`config.mk`:
```
export PLATFORM = sky130hd
export DESIGN_NAME = per_shard_delay_running_mean
export DESIGN_NICKNAME = d
export VERILOG_FILES = /design/src/psd_pkg.sv /design/src/psd_table.sv /design/src/psd_div.sv /design/src/per_shard_delay_running_mean.sv
export SDC_FILE = /design/constraint.sdc
export NUM_CORES = 2
export LEC_CHECK = 0
export BUFFER_PORTS_ARGS = -buffer_cell sky130_fd_sc_hd__buf_2
export CORE_MARGIN = 2
export CORE_UTILIZATION = 50
export DETAILED_ROUTE_END_ITERATION = 7
export GPL_TIMING_DRIVEN = 0
export MAX_ROUTING_LAYER = met4
export PLACE_DENSITY = 0.66
export SYNTH_ARGS = -nofsm -noshare
export SYNTH_HDL_FRONTEND = slang
export SYNTH_HIERARCHICAL = 1
export SYNTH_SLANG_ARGS = --single-unit
```
`constraint.sdc`:
```
create_clock -name clock -period 12.2 [get_ports clock]
set_input_delay 1.83 -clock clock [delete_from_list [all_inputs] [get_ports clock]]
set_output_delay 1.83 -clock clock [all_outputs]
set_load 0.005 [all_outputs]
```
`src/psd_pkg.sv`:
```
// Shared types, constants and codes for the per-shard delay running mean block.
package psd_pkg;

   localparam int unsigned SHARDS_DEFAULT = 16;
   localparam int unsigned MASK_BITS      = 16;
   localparam int unsigned DIV_STEPS      = 64;
   localparam logic [31:0] LIMIT_RESET    = 32'd400000;
   localparam logic [31:0] COUNT_MAX      = 32'hFFFF_FFFF;

   localparam logic KIND_SAMPLE = 1'b0;
   localparam logic KIND_QUERY  = 1'b1;

   typedef struct packed {
      logic        kind;
      logic [3:0]  shard;
      logic [31:0] delay;
      logic [15:0] shard_mask;
   } psd_req_type;

   typedef struct packed {
      logic [31:0] bound;
      logic        sample_dropped;
   } psd_rsp_type;

   typedef struct packed {
      logic        start;
      logic [63:0] dividend;
      logic [32:0] divisor;
   } psd_div_req_type;

   typedef struct packed {
      logic        en;
      logic [31:0] mean;
      logic [31:0] count;
   } psd_wr_type;

   typedef enum logic [2:0] {
      ST_IDLE,
      ST_MUL,
      ST_ADD,
      ST_DIV,
      ST_QRD,
      ST_QCMP
   } psd_state_type;

endpackage

```
`src/psd_table.sv`:
```
// Per-shard mean and count store with valid bits and registered read.
module psd_table #(
   parameter int unsigned SHARDS = psd_pkg::SHARDS_DEFAULT,
   parameter int unsigned IDX_W  = (SHARDS > 1) ? $clog2(SHARDS) : 1
) (
   input  logic                clock,
   input  logic                reset,
   input  logic [IDX_W-1:0]    rd_addr,
   output logic [31:0]         rd_mean,
   output logic [31:0]         rd_count,
   input  logic [IDX_W-1:0]    wr_addr,
   input  psd_pkg::psd_wr_type wr
);
   import psd_pkg::*;

   logic [63:0]       mem [SHARDS];
   logic [SHARDS-1:0] valid_ff;
   logic [63:0]       rd_data_ff;
   logic              rd_valid_ff;

   always_ff @(posedge clock) begin
      if (wr.en) begin
         mem[wr_addr] <= {wr.mean, wr.count};
      end
      rd_data_ff <= mem[rd_addr];
   end

   always_ff @(posedge clock) begin
      if (reset) begin
         valid_ff    <= '0;
         rd_valid_ff <= 1'b0;
      end else begin
         if (wr.en) begin
            valid_ff[wr_addr] <= 1'b1;
         end
         rd_valid_ff <= valid_ff[rd_addr];
      end
   end

   // never-written entries read as zero
   assign rd_mean  = rd_valid_ff ? rd_data_ff[63:32] : '0;
   assign rd_count = rd_valid_ff ? rd_data_ff[31:0]  : '0;

endmodule

```
`src/psd_div.sv`:
```
// Restoring divider, one quotient bit per cycle, 64-bit dividend by 33-bit divisor.
module psd_div (
   input  logic                     clock,
   input  logic                     reset,
   input  psd_pkg::psd_div_req_type req,
   output logic                     done,
   output logic [31:0]              quotient
);
   import psd_pkg::*;

   localparam int unsigned CNT_W = $clog2(DIV_STEPS);

   logic [31:0]      rem_ff, rem_in;
   logic [63:0]      quo_ff, quo_in;
   logic [32:0]      divisor_ff;
   logic [CNT_W-1:0] cnt_ff, cnt_in;
   logic             running_ff, running_in;
   logic             done_ff, done_in;
   logic [32:0]      shifted;
   logic [32:0]      diff;
   logic             take;

   always_comb begin
      shifted    = {rem_ff, quo_ff[63]};
      diff       = shifted - divisor_ff;
      take       = (shifted >= divisor_ff);
      rem_in     = rem_ff;
      quo_in     = quo_ff;
      cnt_in     = cnt_ff;
      running_in = running_ff;
      done_in    = 1'b0;
      if (req.start) begin
         rem_in     = '0;
         quo_in     = req.dividend;
         cnt_in     = '0;
         running_in = 1'b1;
      end else if (running_ff) begin
         // remainder stays below the divisor, so 32 bits hold it
         rem_in = take ? diff[31:0] : shifted[31:0];
         quo_in = {quo_ff[62:0], take};
         cnt_in = cnt_ff + 1'b1;
         if (cnt_ff == CNT_W'(DIV_STEPS - 1)) begin
            running_in = 1'b0;
            done_in    = 1'b1;
         end
      end
   end

   always_ff @(posedge clock) begin
      if (reset) begin
         running_ff <= 1'b0;
         done_ff    <= 1'b0;
         cnt_ff     <= '0;
      end else begin
         running_ff <= running_in;
         done_ff    <= done_in;
         cnt_ff     <= cnt_in;
      end
   end

   always_ff @(posedge clock) begin
      rem_ff <= rem_in;
      quo_ff <= quo_in;
      if (req.start) begin
         divisor_ff <= req.divisor;
      end
   end

   assign done     = done_ff;
   assign quotient = quo_ff[31:0];

   a_done_after_run: assert property (@(posedge clock) disable iff (reset)
      done_ff |-> $past(running_ff) && !running_ff)
      else $error("divider done without a finished run");

endmodule

```
`src/per_shard_delay_running_mean.sv`:
```
// Top level: per-shard running mean of delay with anomaly filter and max-mean query.
//
//  channel   ports                          handshake
//  request   start, busy, req_data          taken when start high and busy low
//  response  rsp_strobe, rsp_data           one-cycle strobe, no back-pressure
//  config    csr_wr_en, csr_wr_data         written when csr_wr_en high
//
// A kept sample goes from accept to response through a table read, a 32x32
// multiply, a 64-bit add and then the bit-serial divider.
// A dropped sample answers in the cycle after accept and keeps busy low.
// A query makes one table read and one compare per shard, over the first min(SHARDS,16) shards.
// Reset clears both tables (per-entry valid bits) and sets the limit to 400000.
// Responses cannot be stalled; busy alone throttles the request side.
module per_shard_delay_running_mean #(
   parameter int unsigned SHARDS = psd_pkg::SHARDS_DEFAULT
) (
   input  logic                 clock,
   input  logic                 reset,
   input  logic                 start,
   output logic                 busy,
   input  psd_pkg::psd_req_type req_data,
   output logic                 rsp_strobe,
   output psd_pkg::psd_rsp_type rsp_data,
   input  logic                 csr_wr_en,
   input  logic [31:0]          csr_wr_data
);
   import psd_pkg::*;

   localparam int unsigned IDX_W    = (SHARDS > 1) ? $clog2(SHARDS) : 1;
   localparam int unsigned QRY_N    = (SHARDS < MASK_BITS) ? SHARDS : MASK_BITS;
   localparam logic [IDX_W-1:0] QRY_LAST = IDX_W'(QRY_N - 1);

   psd_state_type    state_ff, state_in;
   logic             rsp_strobe_ff, rsp_strobe_in;
   psd_rsp_type      rsp_data_ff, rsp_data_in;
   logic [31:0]      limit_ff;
   psd_req_type      req_ff, req_in;
   logic [63:0]      prod_ff, prod_in;
   logic [31:0]      count_ff, count_in;
   logic [31:0]      best_ff, best_in;
   logic [15:0]      mask_ff, mask_in;
   logic [IDX_W-1:0] idx_ff, idx_in;

   logic [IDX_W-1:0] rd_addr;
   logic [31:0]      rd_mean;
   logic [31:0]      rd_count;
   psd_wr_type       wr;
   psd_div_req_type  div_req;
   logic             div_done;
   logic [31:0]      div_quotient;
   logic             accept;
   logic             drop;

   psd_table #(
      .SHARDS (SHARDS),
      .IDX_W  (IDX_W)
   ) u_table (
      .clock    (clock),
      .reset    (reset),
      .rd_addr  (rd_addr),
      .rd_mean  (rd_mean),
      .rd_count (rd_count),
      .wr_addr  (IDX_W'(req_ff.shard)),
      .wr       (wr)
   );

   psd_div u_div (
      .clock    (clock),
      .reset    (reset),
      .req      (div_req),
      .done     (div_done),
      .quotient (div_quotient)
   );

   assign busy   = (state_ff != ST_IDLE);
   assign accept = start && !busy;
   assign drop   = (32'(req_data.shard) >= SHARDS) || (req_data.delay >= limit_ff);

   always_comb begin
      state_in         = state_ff;
      rsp_strobe_in    = 1'b0;
      rsp_data_in      = rsp_data_ff;
      req_in           = req_ff;
      prod_in          = prod_ff;
      count_in         = count_ff;
      best_in          = best_ff;
      mask_in          = mask_ff;
      idx_in           = idx_ff;
      rd_addr          = idx_ff;
      wr.en            = 1'b0;
      wr.mean          = div_quotient;
      wr.count         = (count_ff == COUNT_MAX) ? COUNT_MAX : count_ff + 32'd1;
      div_req.start    = 1'b0;
      div_req.dividend = prod_ff + {32'd0, req_ff.delay};
      div_req.divisor  = {1'b0, count_ff} + 33'd1;
      case (state_ff)
         ST_IDLE: begin
            rd_addr = IDX_W'(req_data.shard);
            if (accept) begin
               req_in = req_data;
               if (req_data.kind == KIND_QUERY) begin
                  best_in  = '0;
                  mask_in  = req_data.shard_mask;
                  idx_in   = '0;
                  state_in = ST_QRD;
               end else if (drop) begin
                  // answer at once, stay idle
                  rsp_strobe_in = 1'b1;
                  rsp_data_in   = '{bound: '0, sample_dropped: 1'b1};
               end else begin
                  state_in = ST_MUL;
               end
            end
         end
         ST_MUL: begin
            prod_in  = 64'(rd_mean) * 64'(rd_count);
            count_in = rd_count;
            state_in = ST_ADD;
         end
         ST_ADD: begin
            div_req.start = 1'b1;
            state_in      = ST_DIV;
         end
         ST_DIV: begin
            if (div_done) begin
               wr.en         = 1'b1;
               rsp_strobe_in = 1'b1;
               rsp_data_in   = '{bound: '0, sample_dropped: 1'b0};
               state_in      = ST_IDLE;
            end
         end
         ST_QRD: begin
            state_in = ST_QCMP;
         end
         ST_QCMP: begin
            if (mask_ff[0] && (rd_mean > best_ff)) begin
               best_in = rd_mean;
            end
            mask_in = mask_ff >> 1;
            if (idx_ff == QRY_LAST) begin
               rsp_strobe_in = 1'b1;
               rsp_data_in   = '{bound: best_in, sample_dropped: 1'b0};
               state_in      = ST_IDLE;
            end else begin
               idx_in   = idx_ff + 1'b1;
               state_in = ST_QRD;
            end
         end
         default: begin
            state_in = ST_IDLE;
         end
      endcase
   end

   always_ff @(posedge clock) begin
      if (reset) begin
         state_ff      <= ST_IDLE;
         rsp_strobe_ff <= 1'b0;
         limit_ff      <= LIMIT_RESET;
      end else begin
         state_ff      <= state_in;
         rsp_strobe_ff <= rsp_strobe_in;
         if (csr_wr_en) begin
            limit_ff <= csr_wr_data;
         end
      end
   end

   always_ff @(posedge clock) begin
      rsp_data_ff <= rsp_data_in;
      req_ff      <= req_in;
      prod_ff     <= prod_in;
      count_ff    <= count_in;
      best_ff     <= best_in;
      mask_ff     <= mask_in;
      idx_ff      <= idx_in;
   end

   assign rsp_strobe = rsp_strobe_ff;
   assign rsp_data   = rsp_data_ff;

   a_rsp_when_idle: assert property (@(posedge clock) disable iff (reset)
      rsp_strobe_ff |-> !busy)
      else $error("response beat while still busy");

   a_drop_zero_bound: assert property (@(posedge clock) disable iff (reset)
      rsp_strobe_ff && rsp_data_ff.sample_dropped |-> rsp_data_ff.bound == '0)
      else $error("dropped sample carries a bound");

   a_div_done_in_div: assert property (@(posedge clock) disable iff (reset)
      div_done |-> state_ff == ST_DIV)
      else $error("divider finished outside the divide state");

   a_query_goes_busy: assert property (@(posedge clock) disable iff (reset)
      accept && req_data.kind == KIND_QUERY |=> busy && !rsp_strobe_ff)
      else $error("query not taken into the sweep");

endmodule

```
==> results.md <==
- R2R Path End: prod_ff[53]$_DFFE_PP_
- Syn avg cell area: 13.0 um2
- CP endpoint kind: flop
- WHS Path Cells: 2
- Sequential area share after synthesis: 0.457
- Failing checks: DRC, capacitance limit, slew limit
- Final Skew: approximately 56 ps
- GRT overflow: 0
- First-pass GRT wire length: 441000 um
- Area leader, netlist: edfxtp_1
- Placed cell area: 99900 um2
- Reg2reg setup slack: 760 ps
- Number of max-cap violations: 5
- Die W: ~440 um
- Synth Instances: 7266
- Area contributors post-synth: edfxtp_1, fa_1, mux4_2, ha_1, and2_1
- TNS Setup: 0 ps
- Final WS setup: between 700 and 800 ps
- Asr flop ratio synth: 0
- Pin count of the biggest net entering global routing: 35
- CP Launch Type: flop
- H-tree depth: 4
- CTS max path bufs: 3
- Post-synthesis register bit count: roughly 1500
- Violation count after the first detailed-route iteration: roughly 6000
- Crit-path max cell delay: 1150 ps
- Final Setup Violations: 0
- PwrDens: between 150 and 200 nW/um2
- Worst-skew pair later-pin latency: a little over 800 ps
- DR pass1 iterations: 8
- Routed Antenna Nets: 0
- Via total after detailed routing: 60300
- Cts-stage hold buffer count: 0
- Via/cell ratio: 5.86
- Total power: 16300 uW
- HPWL after DPL: 240000 um
- Critical path class: flop to flop
- Clock Tree Root: clkbuf_16
- Cell variety after synth: 89
- CP required: around 13000 ps
- I/O Buffers: between 100 and 150
- Wirelength per Cell: 30.1 um
- HP Class: flop to flop
- CTS Buf Count: roughly 150
- Worst Path Arrival: 11990 ps
- RSZ-0062 raised after global routing: no
- Yosys warnings: 6
- Core region area: around 190000 um2
- Clock-pin slew on the worst setup and hold paths: roughly 60 ps
- Slew HR: -0.0401
- Most instantiated library cell after synthesis: edfxtp_1
- Peak supply drop: 160 uV
- Vias in the first global route: 61300
- I/O pins: 124
- Syn_nets: 8648
- NumNets Final: 9011
- Post-CTS setup buffer count: 0
- Fin crit share: 0.938
- Mapped Area: 94700 um2
- FP Rows: 159
- Top cells by count, synth: edfxtp_1, inv_1, fa_1
- Starting density of the core: 0.504
- Clk sink count: 1495
- Multi-input gate area: 46000 um2
- EDFF count, synth: 1338
- TritonCTS clock tree: done
- Min-Delay Endpoint: u_table/valid_ff[1]$_SDFFE_PP0P_
- Synth top area share: 0.424
- Dpl ws: 1130 ps
- Detailed-route DRC error count: 1
- Max Clk Rate: 0.0874 GHz
- CTS-repair resized insts: 0
- FF-to-FF path depth: 26
- Crit path max-delay cell type: clkbuf_1
- Crit Path Max Fanout: 11
- Fillers: between 15000 and 20000
- Reg area: 43300 um2
- Placer congestion estimate: 1.02
- Finished Cell Area: 105000 um2
- Worst Tran Pin Value: between 1500 and 2000 ps
- Max-slew violation count: 49
- Initial antenna violation count: 40
- Leakage: 0.0424 uW
- Final hold viol count: 0
- P&R area growth vs syn: 10.9%
- Total die area: 193000 um2
- Min Tclk post-route: roughly 11000 ps
- Outcome: finished, violations left
- Die H: 439 um
- Share of cells above drive strength 1: 0.114
- Post-Route WL: approximately 310000 um
- Cell mode on critical path: fa_1
- Hold_sp: u_table/valid_ff[1]$_SDFFE_PP0P_
- Synth Flop Type: edfxtp_1
- R2r startpoint: u_table/rd_valid_ff$_SDFF_PP0_
- GRT Util Overall: 0.334
## report_power, final
part	switching [uW]	leakage [uW]	internal, uW
clock	2060	0.00241	2590
sequential	215	0.0135	6120
combinational	3530	0.0266	1770
total	5810	0.0424	10500
## cells by family after synthesis
logic type                 Yosys count  share of synthesized area
muxes                              357                     0.0733
and+or+nand+nor                   1851                     0.0988
AOI/OAI and AO/OA                  693                     0.0529
buffers and inverters             1387                     0.0580
DFF                               1495                      0.457
adders and majority gates         1293                      0.242
xor gates and xnor gates           190                     0.0176
## metrics by stage
stage	util	hold slack, ps	std cells
2_1_floorplan	-	433	7266
3_3_place_gp	0.524	445	9883
3_5_place_dp	0.531	460	9968
4_1_cts	0.558	474	10300
5_1_grt	0.558	503	10300
6_report	0.559	472	10300
## sequential cells by signal, indices dropped and copies added, names as in the netlist
register,count
best_ff,32
count_ff,32
idx_ff,4
limit_ff,32
mask_ff,16
prod_ff,64
req_ff,36
rsp_data,33
rsp_strobe,1
state_ff,3
u_div/cnt_ff,6
u_div/divisor_ff,33
u_div/done,1
u_div/quo_ff,64
u_div/rem_ff,32
u_div/running_ff,1
u_table/mem,1024
u_table/rd_data_ff,64
u_table/rd_valid_ff,1
u_table/valid_ff,16
## cell usage in the layout (no fill, tap or decap), types with 45 or more instances in the layout
cell type / count
diode_2: 45
nor2_1: 181
o31ai_1: 69
buf_2: 139
a221o_1: 66
clkbuf_16: 154
ha_1: 395
nand3_1: 86
inv_1: 980
mux2_2: 65
a21oi_1: 153
a21o_1: 87
fa_1: 898
buf_4: 53
o21ai_0: 71
edfxtp_1: 1338
a22o_1: 64
mux4_2: 244
nand2_1: 663
and2_1: 690
buf_6: 47
dfxtp_1: 157
xnor2_1: 118
xor2_1: 72
clkbuf_1: 354
nand4_1: 47
## layer usage
layer	vias to the layer above	global-route usage	share of wire
met2	2490	0.530	0.48
li1	25600	-	-
met5	-	-	0
met4	0	0.159	0.057
met3	629	0.0590	0.073
met1	31600	0.418	0.39
## layout make-up
class                           instances  area share
Tap cell                             2495      0.0297
Sequential cell                      1495       0.412
Multi-Input combinational cell       4384       0.438
Inverter                              981      0.0351
Clock inverter                         81     0.00848
Clock buffer                          204      0.0393
Antenna cell                           45     0.00107
Buffer                                406      0.0173
Timing Repair Buffer                  207      0.0184
## worst max-delay path by stage
stage	startpoint	to	slack, ps	cells past startpoint
detailed placement	u_table/rd_valid_ff$_SDFF_PP0_	prod_ff[53]$_DFFE_PP_	1130	28
floorplan	state_ff[0]$_SDFFE_PP0P_	count_ff[0]$_DFFE_PP_	3870	2
global placement	state_ff[0]$_SDFFE_PP0P_	prod_ff[57]$_DFFE_PP_	-570	2
global route	u_table/rd_valid_ff$_SDFF_PP0_	prod_ff[53]$_DFFE_PP_	650	26
CTS	u_table/rd_valid_ff$_SDFF_PP0_	prod_ff[53]$_DFFE_PP_	1020	28
finish	u_table/rd_valid_ff$_SDFF_PP0_	prod_ff[53]$_DFFE_PP_	760	26
## critical path, delay by kind of cell (launching register included)
kind / cells / cell delay (ps)
xor+xnor: 1 / 220
compound gates: 7 / 2530
buf+inv: 5 / 2360
fa+ha+maj: 9 / 4220
simple gates: 4 / 1510
flops: 1 / 300
No activity file was read; power rests on OpenSTA's default activity.
